--- src/rtl/flta_pkg.sv ---
// Shared types and constants of the fault-line terrain accumulator.
package flta_pkg;

  // Width of the divider's dividend (magnitude of (max - min) * k).
  localparam int DVD_W = 28;
  // Width of the divider's divisor (the fault count register).
  localparam int DVS_W = 11;
  // Width of the running cross-product value over the grid.
  localparam int SIDE_W = 20;

  // Item kinds carried on the input tuser.
  localparam logic [1:0] KIND_CLEAR = 2'd0;
  localparam logic [1:0] KIND_FAULT = 2'd1;
  localparam logic [1:0] KIND_READ  = 2'd2;

  // Result status codes.
  localparam logic [1:0] STAT_OK        = 2'd0;
  localparam logic [1:0] STAT_EQUAL     = 2'd1;
  localparam logic [1:0] STAT_EXHAUSTED = 2'd2;
  localparam logic [1:0] STAT_OUTSIDE   = 2'd3;

  // Configuration register indexes.
  localparam logic [2:0] REG_COLS  = 3'd0;
  localparam logic [2:0] REG_ROWS  = 3'd1;
  localparam logic [2:0] REG_MIN   = 3'd2;
  localparam logic [2:0] REG_MAX   = 3'd3;
  localparam logic [2:0] REG_COUNT = 3'd4;

  // Sequencer states.
  typedef enum logic [3:0] {
    S_CLEAR,
    S_IDLE,
    S_MUL,
    S_SIDE_A,
    S_SIDE_B,
    S_DIV,
    S_SWEEP,
    S_DRAIN,
    S_READ,
    S_RESP
  } seq_state_t;

endpackage

--- src/rtl/flta_div.sv ---
// Iterative restoring divider that produces one quotient bit per cycle.
module flta_div (
  input  logic                       clk,
  input  logic                       rst_n,
  input  logic                       start,
  input  logic [flta_pkg::DVD_W-1:0] dividend,
  input  logic [flta_pkg::DVS_W-1:0] divisor,
  output logic                       busy,
  output logic [flta_pkg::DVD_W-1:0] quotient
);

  localparam int CW = $clog2(flta_pkg::DVD_W + 1);

  logic                       busy_r;
  logic [CW-1:0]              cnt_r;
  logic [flta_pkg::DVD_W-1:0] quo_r;
  logic [flta_pkg::DVS_W-1:0] rem_r;
  logic [flta_pkg::DVS_W-1:0] dvs_r;
  logic [flta_pkg::DVS_W:0]   rem_sh;
  logic [flta_pkg::DVS_W:0]   rem_diff;
  logic                       fits;

  // Shift in the next dividend bit and try to subtract the divisor.
  assign rem_sh   = {rem_r, quo_r[flta_pkg::DVD_W-1]};
  assign rem_diff = rem_sh - {1'b0, dvs_r};
  assign fits     = (rem_sh >= {1'b0, dvs_r});

  // Control: busy from a start until every dividend bit has been shifted through.
  always_ff @(posedge clk) begin
    if (!rst_n) begin
      busy_r <= 1'b0;
      cnt_r  <= '0;
    end else if (start) begin
      busy_r <= 1'b1;
      cnt_r  <= CW'(flta_pkg::DVD_W);
    end else if (busy_r) begin
      cnt_r <= cnt_r - 1'b1;
      if (cnt_r == CW'(1)) begin
        busy_r <= 1'b0;
      end
    end
  end

  // Datapath: the quotient bits replace the dividend bits as they shift out.
  always_ff @(posedge clk) begin
    if (start) begin
      quo_r <= dividend;
      rem_r <= '0;
      dvs_r <= divisor;
    end else if (busy_r) begin
      quo_r <= {quo_r[flta_pkg::DVD_W-2:0], fits};
      rem_r <= fits ? rem_diff[flta_pkg::DVS_W-1:0] : rem_sh[flta_pkg::DVS_W-1:0];
    end
  end

  assign busy     = busy_r;
  assign quotient = quo_r;

endmodule

--- config.mk ---
export PLATFORM = sky130hd
export DESIGN_NAME = flta_div
export DESIGN_NICKNAME = d
export VERILOG_FILES = /design/src/rtl/flta_pkg.sv /design/src/rtl/flta_div.sv
export SDC_FILE = /design/constraint.sdc
export NUM_CORES = 1
export LEC_CHECK = 0
export ABC_AREA = 1
export BUFFER_PORTS_ARGS = -buffer_cell sky130_fd_sc_hd__buf_2
export CORE_AREA = 4 4 84 86
export CTS_BUF_LIST = sky130_fd_sc_hd__clkbuf_8
export DETAILED_ROUTE_END_ITERATION = 8
export DIE_AREA = 0 0 88 90
export PLACE_DENSITY = 0.77
export SLEW_MARGIN = 25
export SYNTH_ARGS = -nofsm -noshare
export SYNTH_HDL_FRONTEND = slang
export SYNTH_SLANG_ARGS = --single-unit
--- constraint.sdc ---
create_clock -name clk -period 1.8 [get_ports clk]
set_clock_uncertainty 0.1 [all_clocks]
set_input_delay 0.09 -clock clk [delete_from_list [all_inputs] [get_ports clk]]
set_output_delay 0.09 -clock clk [all_outputs]
set_load 0.02 [all_outputs]
==> run_results.csv, run 1 <==
group,metric,value,unit
outcome,status,"complete, but fails checks",
outcome,violations,"setup timing",
finish,drive_gt1_frac,0.3099,
setup_path,reg2reg_depth,11,
grt,grt_pass1_vias,2979,
yosys,ys_async_sr_fraction,0,
yosys,synth_flop_cell,"edfxtp_1",
finish,fillers,420,
yosys,avgSynthCellArea,8.125,um^2
yosys,synth_top_family_by_area,"simple AND/OR/NAND/NOR gates",
yosys,yosys.area.top_type,"edfxtp_1",
sta,period_needed,1.887,ns
detailed_routing,dr.pass1.iters,5,
yosys,synth_compound_area_frac,0.02520,
clock_tree,path_clk_slew,0.11,ns
clock_tree,cts-root-buf,"clkbuf_8",
yosys,synth_most_common_cell,"nand2_1",
yosys,synth_top_area_share,0.3744,
setup_path,path_max_fanout,5,
detailed_routing,drtIter0Drc,205,
floorplan,die_h,90,um
setup_path,critPathCapture,"rem_r[3]$_SDFFE_PP0P_",
clock_tree,cts_sinks,56,
yosys,synthTopCellsByCount,"nand2_1 (153), inv_1 (53), edfxtp_1 (39)",
placement,gp_congestion,0.9638,
power_and_ir_drop,pwr_density_cell,660.4,nW/um^2
grt,grt_antenna_before_repair,0,
placement,hpwl,5149,um
yosys,yosys.area_share.adder,0.05840,
clock_tree,cts_made_buffers,5,
sta,worst_pin_slew,0.3230,ns
yosys,synth-xor-area-share,0.008400,
setup_path,critPathArrivalTime,2.02,ns
min_path,min_path_type,"input port to flop",
sta,relSlewSlack,0.7819,
setup_path,crit-reg2reg-launch,"dvs_r[0]$_DFFE_PP_",
yosys,yosysSeqAreaShare,0.4832,
setup_path,crit_path_cell_trace,"ha_4 -> fa_2 -> inv_2 -> nand3_2 -> nand3_2 -> nand2_4 -> nand4_4 -> buf_6 -> nand2_2 -> nand3_2 -> nand2_1",
floorplan,start_util,0.4983,
yosys,synth_mux_area_frac,0,
detailed_routing,wl_per_cell,14.16,um
setup_path,cp_common_cell,"nand3_2",
detailed_routing,drcViolationCount,0,
yosys,ys_warn_count,0,
finish,n_antenna_cell,0,
setup_path,endpoint_kind,"flop",
yosys,synthTopCellsByArea,"edfxtp_1 (37%), nand2_1 (18%), dfxtp_1 (11%)",
floorplan,ios,71,
job,max-cap-violations,0,
grt,grt_max_degree,37,
setup_path,slowest_delay,0.43,ns
grt,grt.total_usage,0.2157,
detailed_routing,routed_wl,8536,um
power_and_ir_drop,leakage,0.002282,uW
sta,rsz0062_at_grt,"true",
setup_path,start_kind,"flop",
clock_tree,clock_path_buffers,2,
yosys,synth_seq_cells,56,
yosys,synth_enable_flop_cells,39,
floorplan,coreArea,6277,um^2
clock_tree,cts_tree,"yes",
floorplan,dieArea,7920,um^2
setup_path,worstPathRequired,1.93,ns
setup_path,slowest_stage,"edfxtp_1",
setup_path,cp.depth,11,
floorplan,die_w,88,um
setup_path,crit_start,"dvs_r[0]$_DFFE_PP_",
setup_path,r2r-end,"rem_r[3]$_SDFFE_PP0P_",
floorplan,num_rows,29,
detailed_routing,vias,3052,
sta,slew_violations,0,
sta,final.setup.tns,-0.7615,ns
grt,grt_pass1_wl,13780,um
detailed_routing,routed_via_density,5.061,
power_and_ir_drop,ir_drop,0.0004823,V
yosys,netlist_area,3128,um^2
setup_path,rrSetupSlack,-0.09,ns
finish,layout.nets,581,
finish,area_growth,43.20,%
sta,setup_viol,12,
sta,hold_viol,0,
setup_path,critPathBufInv,2,
yosys,netlist_instances,385,
yosys,ys_types,32,
finish,multi_input_area,1520,um^2
placement,io_buffers,70,
clock_tree,htreeDepth,2,
setup_path,crit_type,"flop to flop",
finish,seq_area,1511,um^2
finish,fin_util,0.7136,
sta,period_share,1.048,
yosys,synth-simple-area-share,0.3324,
grt,globalRouteOverflowTotal,0,
yosys,syn_nets,441,
sta,fin_ws,-0.08699,ns
sta,fmax,529.9,MHz
detailed_routing,ant_nets,0,
clock_tree,clk_latency,0.32,ns
setup_path,path_delay_family,"adder cells",
stage by stage:
step | power [uW] | std cells | setup WS, ns | cell area [um^2] | hold WS, ns
finish | 2958 | 603 | -0.08699 | 4479 | 0.04185
global route | 3093 | 603 | -0.1842 | 4479 | 0.04959
CTS | 2936 | 602 | -0.06157 | 4365 | 0.03850
detailed placement | 2153 | 548 | -0.1026 | 3767 | 0.1682
global placement | 2141 | 548 | -0.04229 | 3767 | 0.1679
floorplan | 1913 | 385 | -0.1490 | 3161 | 0.08887
repair_timing:
| item | CTS | global route |
|---|---|---|
| endpoints found under the hold margin | 45 | 0 |
| gates resized for setup | 13 | 18 |
| buffers inserted | 4 | 1 |
| endpoints found under the setup margin | 12 | 12 |
| hold buffers | 40 | 0 |
| gates cloned | 2 | 0 |
| pin swaps | 3 | 11 |
worst min path at each step:
stage	end	slack [ns]	start	depth (start not counted)
global placement	dvs_r[1]$_DFFE_PP_	0.17	divisor[1]	1
CTS	dvs_r[4]$_DFFE_PP_	0.04	start	1
global route	dvs_r[2]$_DFFE_PP_	0.05	start	1
finish	dvs_r[4]$_DFFE_PP_	0.04	start	1
detailed placement	dvs_r[6]$_DFFE_PP_	0.17	divisor[6]	1
floorplan	dvs_r[0]$_DFFE_PP_	0.09	divisor[0]	0
layout by cell type, fill, tap and decap left out, drive strengths merged:
cell / instances
or2: 1
ha: 13
clkinv: 2
inv: 56
o21a: 1
nor2: 19
o31ai: 2
buf: 104
nand2: 163
a21oi: 6
xnor2: 2
o311ai: 1
a211oi: 1
edfxtp: 39
a31oi: 1
clkbuf: 5
dlygate4sd3: 40
nand4: 16
nand3: 33
xor2: 1
fa: 1
and2: 2
dfxtp: 17
state kept, by name (all words and copies together), names as in the netlist:
signal / flops
rem_r: 11
busy: 1
cnt_r: 5
quotient: 28
dvs_r: 11
cell type report:
class	count	share of cell area
Clock buffer	5	0.01536
Clock inverter	3	0.005028
Inverter	55	0.04609
Multi-Input combinational cell	263	0.3394
Sequential cell	56	0.3374
Tap cell	77	0.02151
Timing Repair Buffer	144	0.2352
worst register-to-register path, stage by stage, from the launching register on:
cell and delay (ns):
edfxtp_1 0.43, ha_4 0.19, fa_2 0.35, inv_2 0.07
nand3_2 0.06, nand3_2 0.10, nand2_4 0.08, nand4_4 0.12
buf_6 0.14, nand2_2 0.05, nand3_2 0.06, nand2_1 0.05
cell families after synthesis:
group	count (synthesis)
simple gates	232
fa+ha+maj	14
flops	56
buf+inv	68
xor+xnor	3
compound gates	12
power breakdown:
group,leakage [uW],internal [uW],switching [uW]
Combinational,0.00170,307,391
Clock,0.0000485,280,430
Sequential,0.000534,1500,54.3
Total,0.00228,2080,876
metal layers:
metal,vias up,wire length (um),track usage
li1,1515,-,-
met1,1398,3439,0.2791
met2,124,4344,0.3574
met3,15,602,0.04753
met4,0,150,0.06266
met5,-,0,0
Power figures use the tool's default switching activity.
==> run 2, diff against run 1 <==
--- a/config.mk
+++ b/config.mk
@@ -5,13 +5,12 @@
 export SDC_FILE = /design/constraint.sdc
 export NUM_CORES = 1
 export LEC_CHECK = 0
-export ABC_AREA = 1
 export BUFFER_PORTS_ARGS = -buffer_cell sky130_fd_sc_hd__buf_2
-export CORE_AREA = 4 4 84 86
+export CORE_AREA = 4 4 82 84
 export CTS_BUF_LIST = sky130_fd_sc_hd__clkbuf_8
 export DETAILED_ROUTE_END_ITERATION = 8
-export DIE_AREA = 0 0 88 90
-export PLACE_DENSITY = 0.77
+export DIE_AREA = 0 0 86 88
+export PLACE_DENSITY_LB_ADDON = 0.1
 export SLEW_MARGIN = 25
 export SYNTH_ARGS = -nofsm -noshare
 export SYNTH_HDL_FRONTEND = slang
==> run 2 against run 1 <==
  * The flow still finishes with violations (setup timing)
  * Sequential cell count is the same
  * Setup slack lost 0.46 ns
  * Count of clock-buffer cells in the layout is the same
  * Design area shrank 5.1%
  * Total power grew 17%
  * Maximum frequency shrank 19%
  * Combinational power grew 65%
  * Core utilization grew 0.41 points
  * First-iteration DRC count shrank 57%
  * Register-to-register slack lost 0.46 ns
  * Largest cell class is now sequential cells
  * Largest power group unchanged
==> run_results.csv, run 2 <==
group,metric,value,unit
finish,final_common_cell,"buf_2",
placement,placed_cell_area,3625,um^2
yosys,synth_compound_area_frac,0.1086,
yosys,ys_async_sr_fraction,0,
setup_path,r2r-end,"rem_r[1]$_SDFFE_PP0P_",
min_path,hold_start,"dividend[2]",
outcome,violations,"setup timing",
finish,mostFrequentLayoutCells,"buf_2 (70), buf_4 (46), edfxtp_1 (39), dlygate4sd3_1 (39), mux2_2 (28)",
clock_tree,clock_path_buffers,2,
floorplan,ios,71,
finish,final_cells,470,
clock_tree,cts_tree,"yes",
yosys,netlist_instances,238,
sta,rsz0062_at_grt,"true",
min_path,worstHoldEndpoint,"quotient[2]$_DFFE_PP_",
setup_path,rrSetupSlack,-0.54,ns
setup_path,start_kind,"flop",
floorplan,num_rows,28,
finish,largest_reg_flops,28,
finish,layout.nets,450,
placement,dp_cells,413,
min_path,min_path_type,"input port to flop",
clock_tree,clk_latency,0.31,ns
finish,fin_util,0.7177,
power_and_ir_drop,pwr_density_cell,811.3,nW/um^2
grt,grt_antenna_before_repair,0,
clock_tree,htreeDepth,2,
yosys,yosysSeqAreaShare,0.5227,
yosys,netlist_area,2892,um^2
detailed_routing,drcViolationCount,0,
detailed_routing,routed_wl,6781,um
finish,area_growth,46.95,%
power_and_ir_drop,power.total,3447,uW
setup_path,reg2reg_depth,11,
sta,setup_viol,12,
grt,grt.total_usage,0.1867,
detailed_routing,dr.pass1.iters,4,
floorplan,die_h,88,um
yosys,synth_top_area_share,0.4050,
clock_tree,cts_made_buffers,5,
placement,io_buffers,70,
job,max-cap-violations,0,
yosys,avgSynthCellArea,12.15,um^2
clock_tree,cts-root-buf,"clkbuf_8",
power_and_ir_drop,ir_drop,0.0006144,V
yosys,synth-xor-area-share,0.02726,
grt,grt_max_degree,29,
placement,post-place-ws,-0.6093,ns
setup_path,worstPathRequired,1.90,ns
yosys,ys_warn_count,0,
detailed_routing,wl_per_cell,14.43,um
floorplan,start_util,0.4884,
grt,busiest_layer,"met2",
grt,grt_pass1_vias,2482,
grt,globalRouteOverflowTotal,0,
yosys,synthTopCellsByCount,"edfxtp_1 (39), mux2_2 (28), dfxtp_1 (17), nor2_1 (17), inv_1 (15)",
yosys,ys_types,47,
setup_path,path_max_fanout,4,
finish,fin_area,4249,um^2
sta,slew_violations,0,
outcome,status,"complete, but fails checks",
yosys,synth_top_family_by_area,"multiplexers",
yosys,yosys.area.top_type,"edfxtp_1",
yosys,synth_seq_cells,56,
yosys,synth_enable_flop_cells,39,
sta,period_needed,2.344,ns
clock_tree,path_clk_slew,0.10,ns
floorplan,coreArea,5921,um^2
sta,fin_ws,-0.5438,ns
setup_path,endpoint_kind,"flop",
finish,drive_gt1_frac,0.4506,
placement,gp_congestion,0.8431,
finish,n_antenna_cell,0,
sta,relSlewSlack,0.7217,
placement,hpwl,4512,um
setup_path,critPathArrivalTime,2.44,ns
setup_path,crit-reg2reg-launch,"quotient[27]$_DFFE_PP_",
setup_path,crit_type,"flop to flop",
grt,grt_use_met1,0.2266,
min_path,min_path_cells,2,
detailed_routing,ant_nets,0,
detailed_routing,routed_via_density,5.006,
yosys,syn_nets,294,
power_and_ir_drop,leakage,0.001818,uW
yosys,synth-simple-area-share,0.1047,
grt,gr-usage-met2,0.3301,
sta,hold_viol,0,
sta,worst_pin_slew,0.4123,ns
grt,grt_pass1_wl,11250,um
yosys,synthTopCellsByArea,"edfxtp_1 (41%), dfxtp_1 (12%), mux2_2 (11%)",
sta,fmax,426.7,MHz
clock_tree,cts_sinks,56,
detailed_routing,drtIter0Drc,88,
sta,period_share,1.302,
floorplan,dieArea,7568,um^2
detailed_routing,vias,2353,
floorplan,die_w,86,um
grt,met3_usage,0.03951,
yosys,synth_mux_area_frac,0.1350,
yosys,synth_most_common_cell,"edfxtp_1",
yosys,synth_flop_cell,"edfxtp_1",
yosys,yosys.area_share.adder,0.06318,
[run 2: layout make-up]
| class | instances | area (um^2) |
|---|---|---|
| clock buffer | 5 | 68.82 |
| fill | 425 | 1672 |
| inverter | 16 | 60.06 |
| multi-input combinational | 155 | 1346 |
| clock inverter | 3 | 17.52 |
| tap | 75 | 93.84 |
| timing repair buffer | 160 | 1151 |
| sequential | 56 | 1511 |
[run 2: kinds of logic (layout without fill, tap and decap cells)]
| logic type | Yosys count | after routing |
|---|---|---|
| multiplexers | 35 | 35 |
| adder cells (fa/ha/maj) | 14 | 14 |
| XOR/XNOR | 9 | 9 |
| flip-flops | 56 | 56 |
| AND/OR/NAND/NOR | 54 | 54 |
| AO/OA/AOI/OAI | 43 | 43 |
| buffers and inverters | 27 | 184 |
[run 2: where the power goes]
group / switching, uW / internal (uW)
sequential: 70.9 / 1520
clock: 427 / 274
combinational: 540 / 612
[run 2: what timing repair did]
action	4_1_cts	5_1_grt
pin swaps	5	6
setup endpoints to repair	12	12
resized for setup	11	5
hold endpoints to repair	44	0
setup buffers	6	6
hold buffers	39	0
[run 2: worst max-delay path by stage]
stage,cells after the start,start,end,slack (ns)
final,11,quotient[27]$_DFFE_PP_,rem_r[1]$_SDFFE_PP0P_,-0.54
after global routing,10,dvs_r[0]$_DFFE_PP_,rem_r[1]$_SDFFE_PP0P_,-0.66
after CTS,11,quotient[27]$_DFFE_PP_,rem_r[1]$_SDFFE_PP0P_,-0.50
after detailed placement,8,dvs_r[0]$_DFFE_PP_,rem_r[0]$_SDFFE_PP0P_,-0.61
after global placement,8,dvs_r[0]$_DFFE_PP_,rem_r[0]$_SDFFE_PP0P_,-0.57
after floorplan,9,quotient[27]$_DFFE_PP_,quotient[0]$_DFFE_PP_,-0.61
[run 2: stage by stage]
step / TNS, ns / hold slack, ns
after global placement: -5.912 / 0.1663
after detailed placement: -6.369 / 0.1688
after CTS: -5.309 / 0.001851
after floorplan: -6.322 / 0.08887
final: -5.648 / 0.009207
after global routing: -7.049 / 0.006974
[run 2: per-layer routing]
metal,wire [um],vias to the layer above
met3,330,13
li1,-,1186
met1,2898,1097
met5,0,-
met2,3440,57
met4,112,0
[run 2: critical path: stages, from the launching register on]
cell      delay, ns
edfxtp_1       0.40
inv_2          0.09
ha_4           0.13
fa_2           0.21
nor2b_2        0.05
o31a_1         0.29
o21ai_4        0.17
o21ai_4        0.10
buf_4          0.15
buf_6          0.11
nor4bb_1       0.11
or3_1          0.33
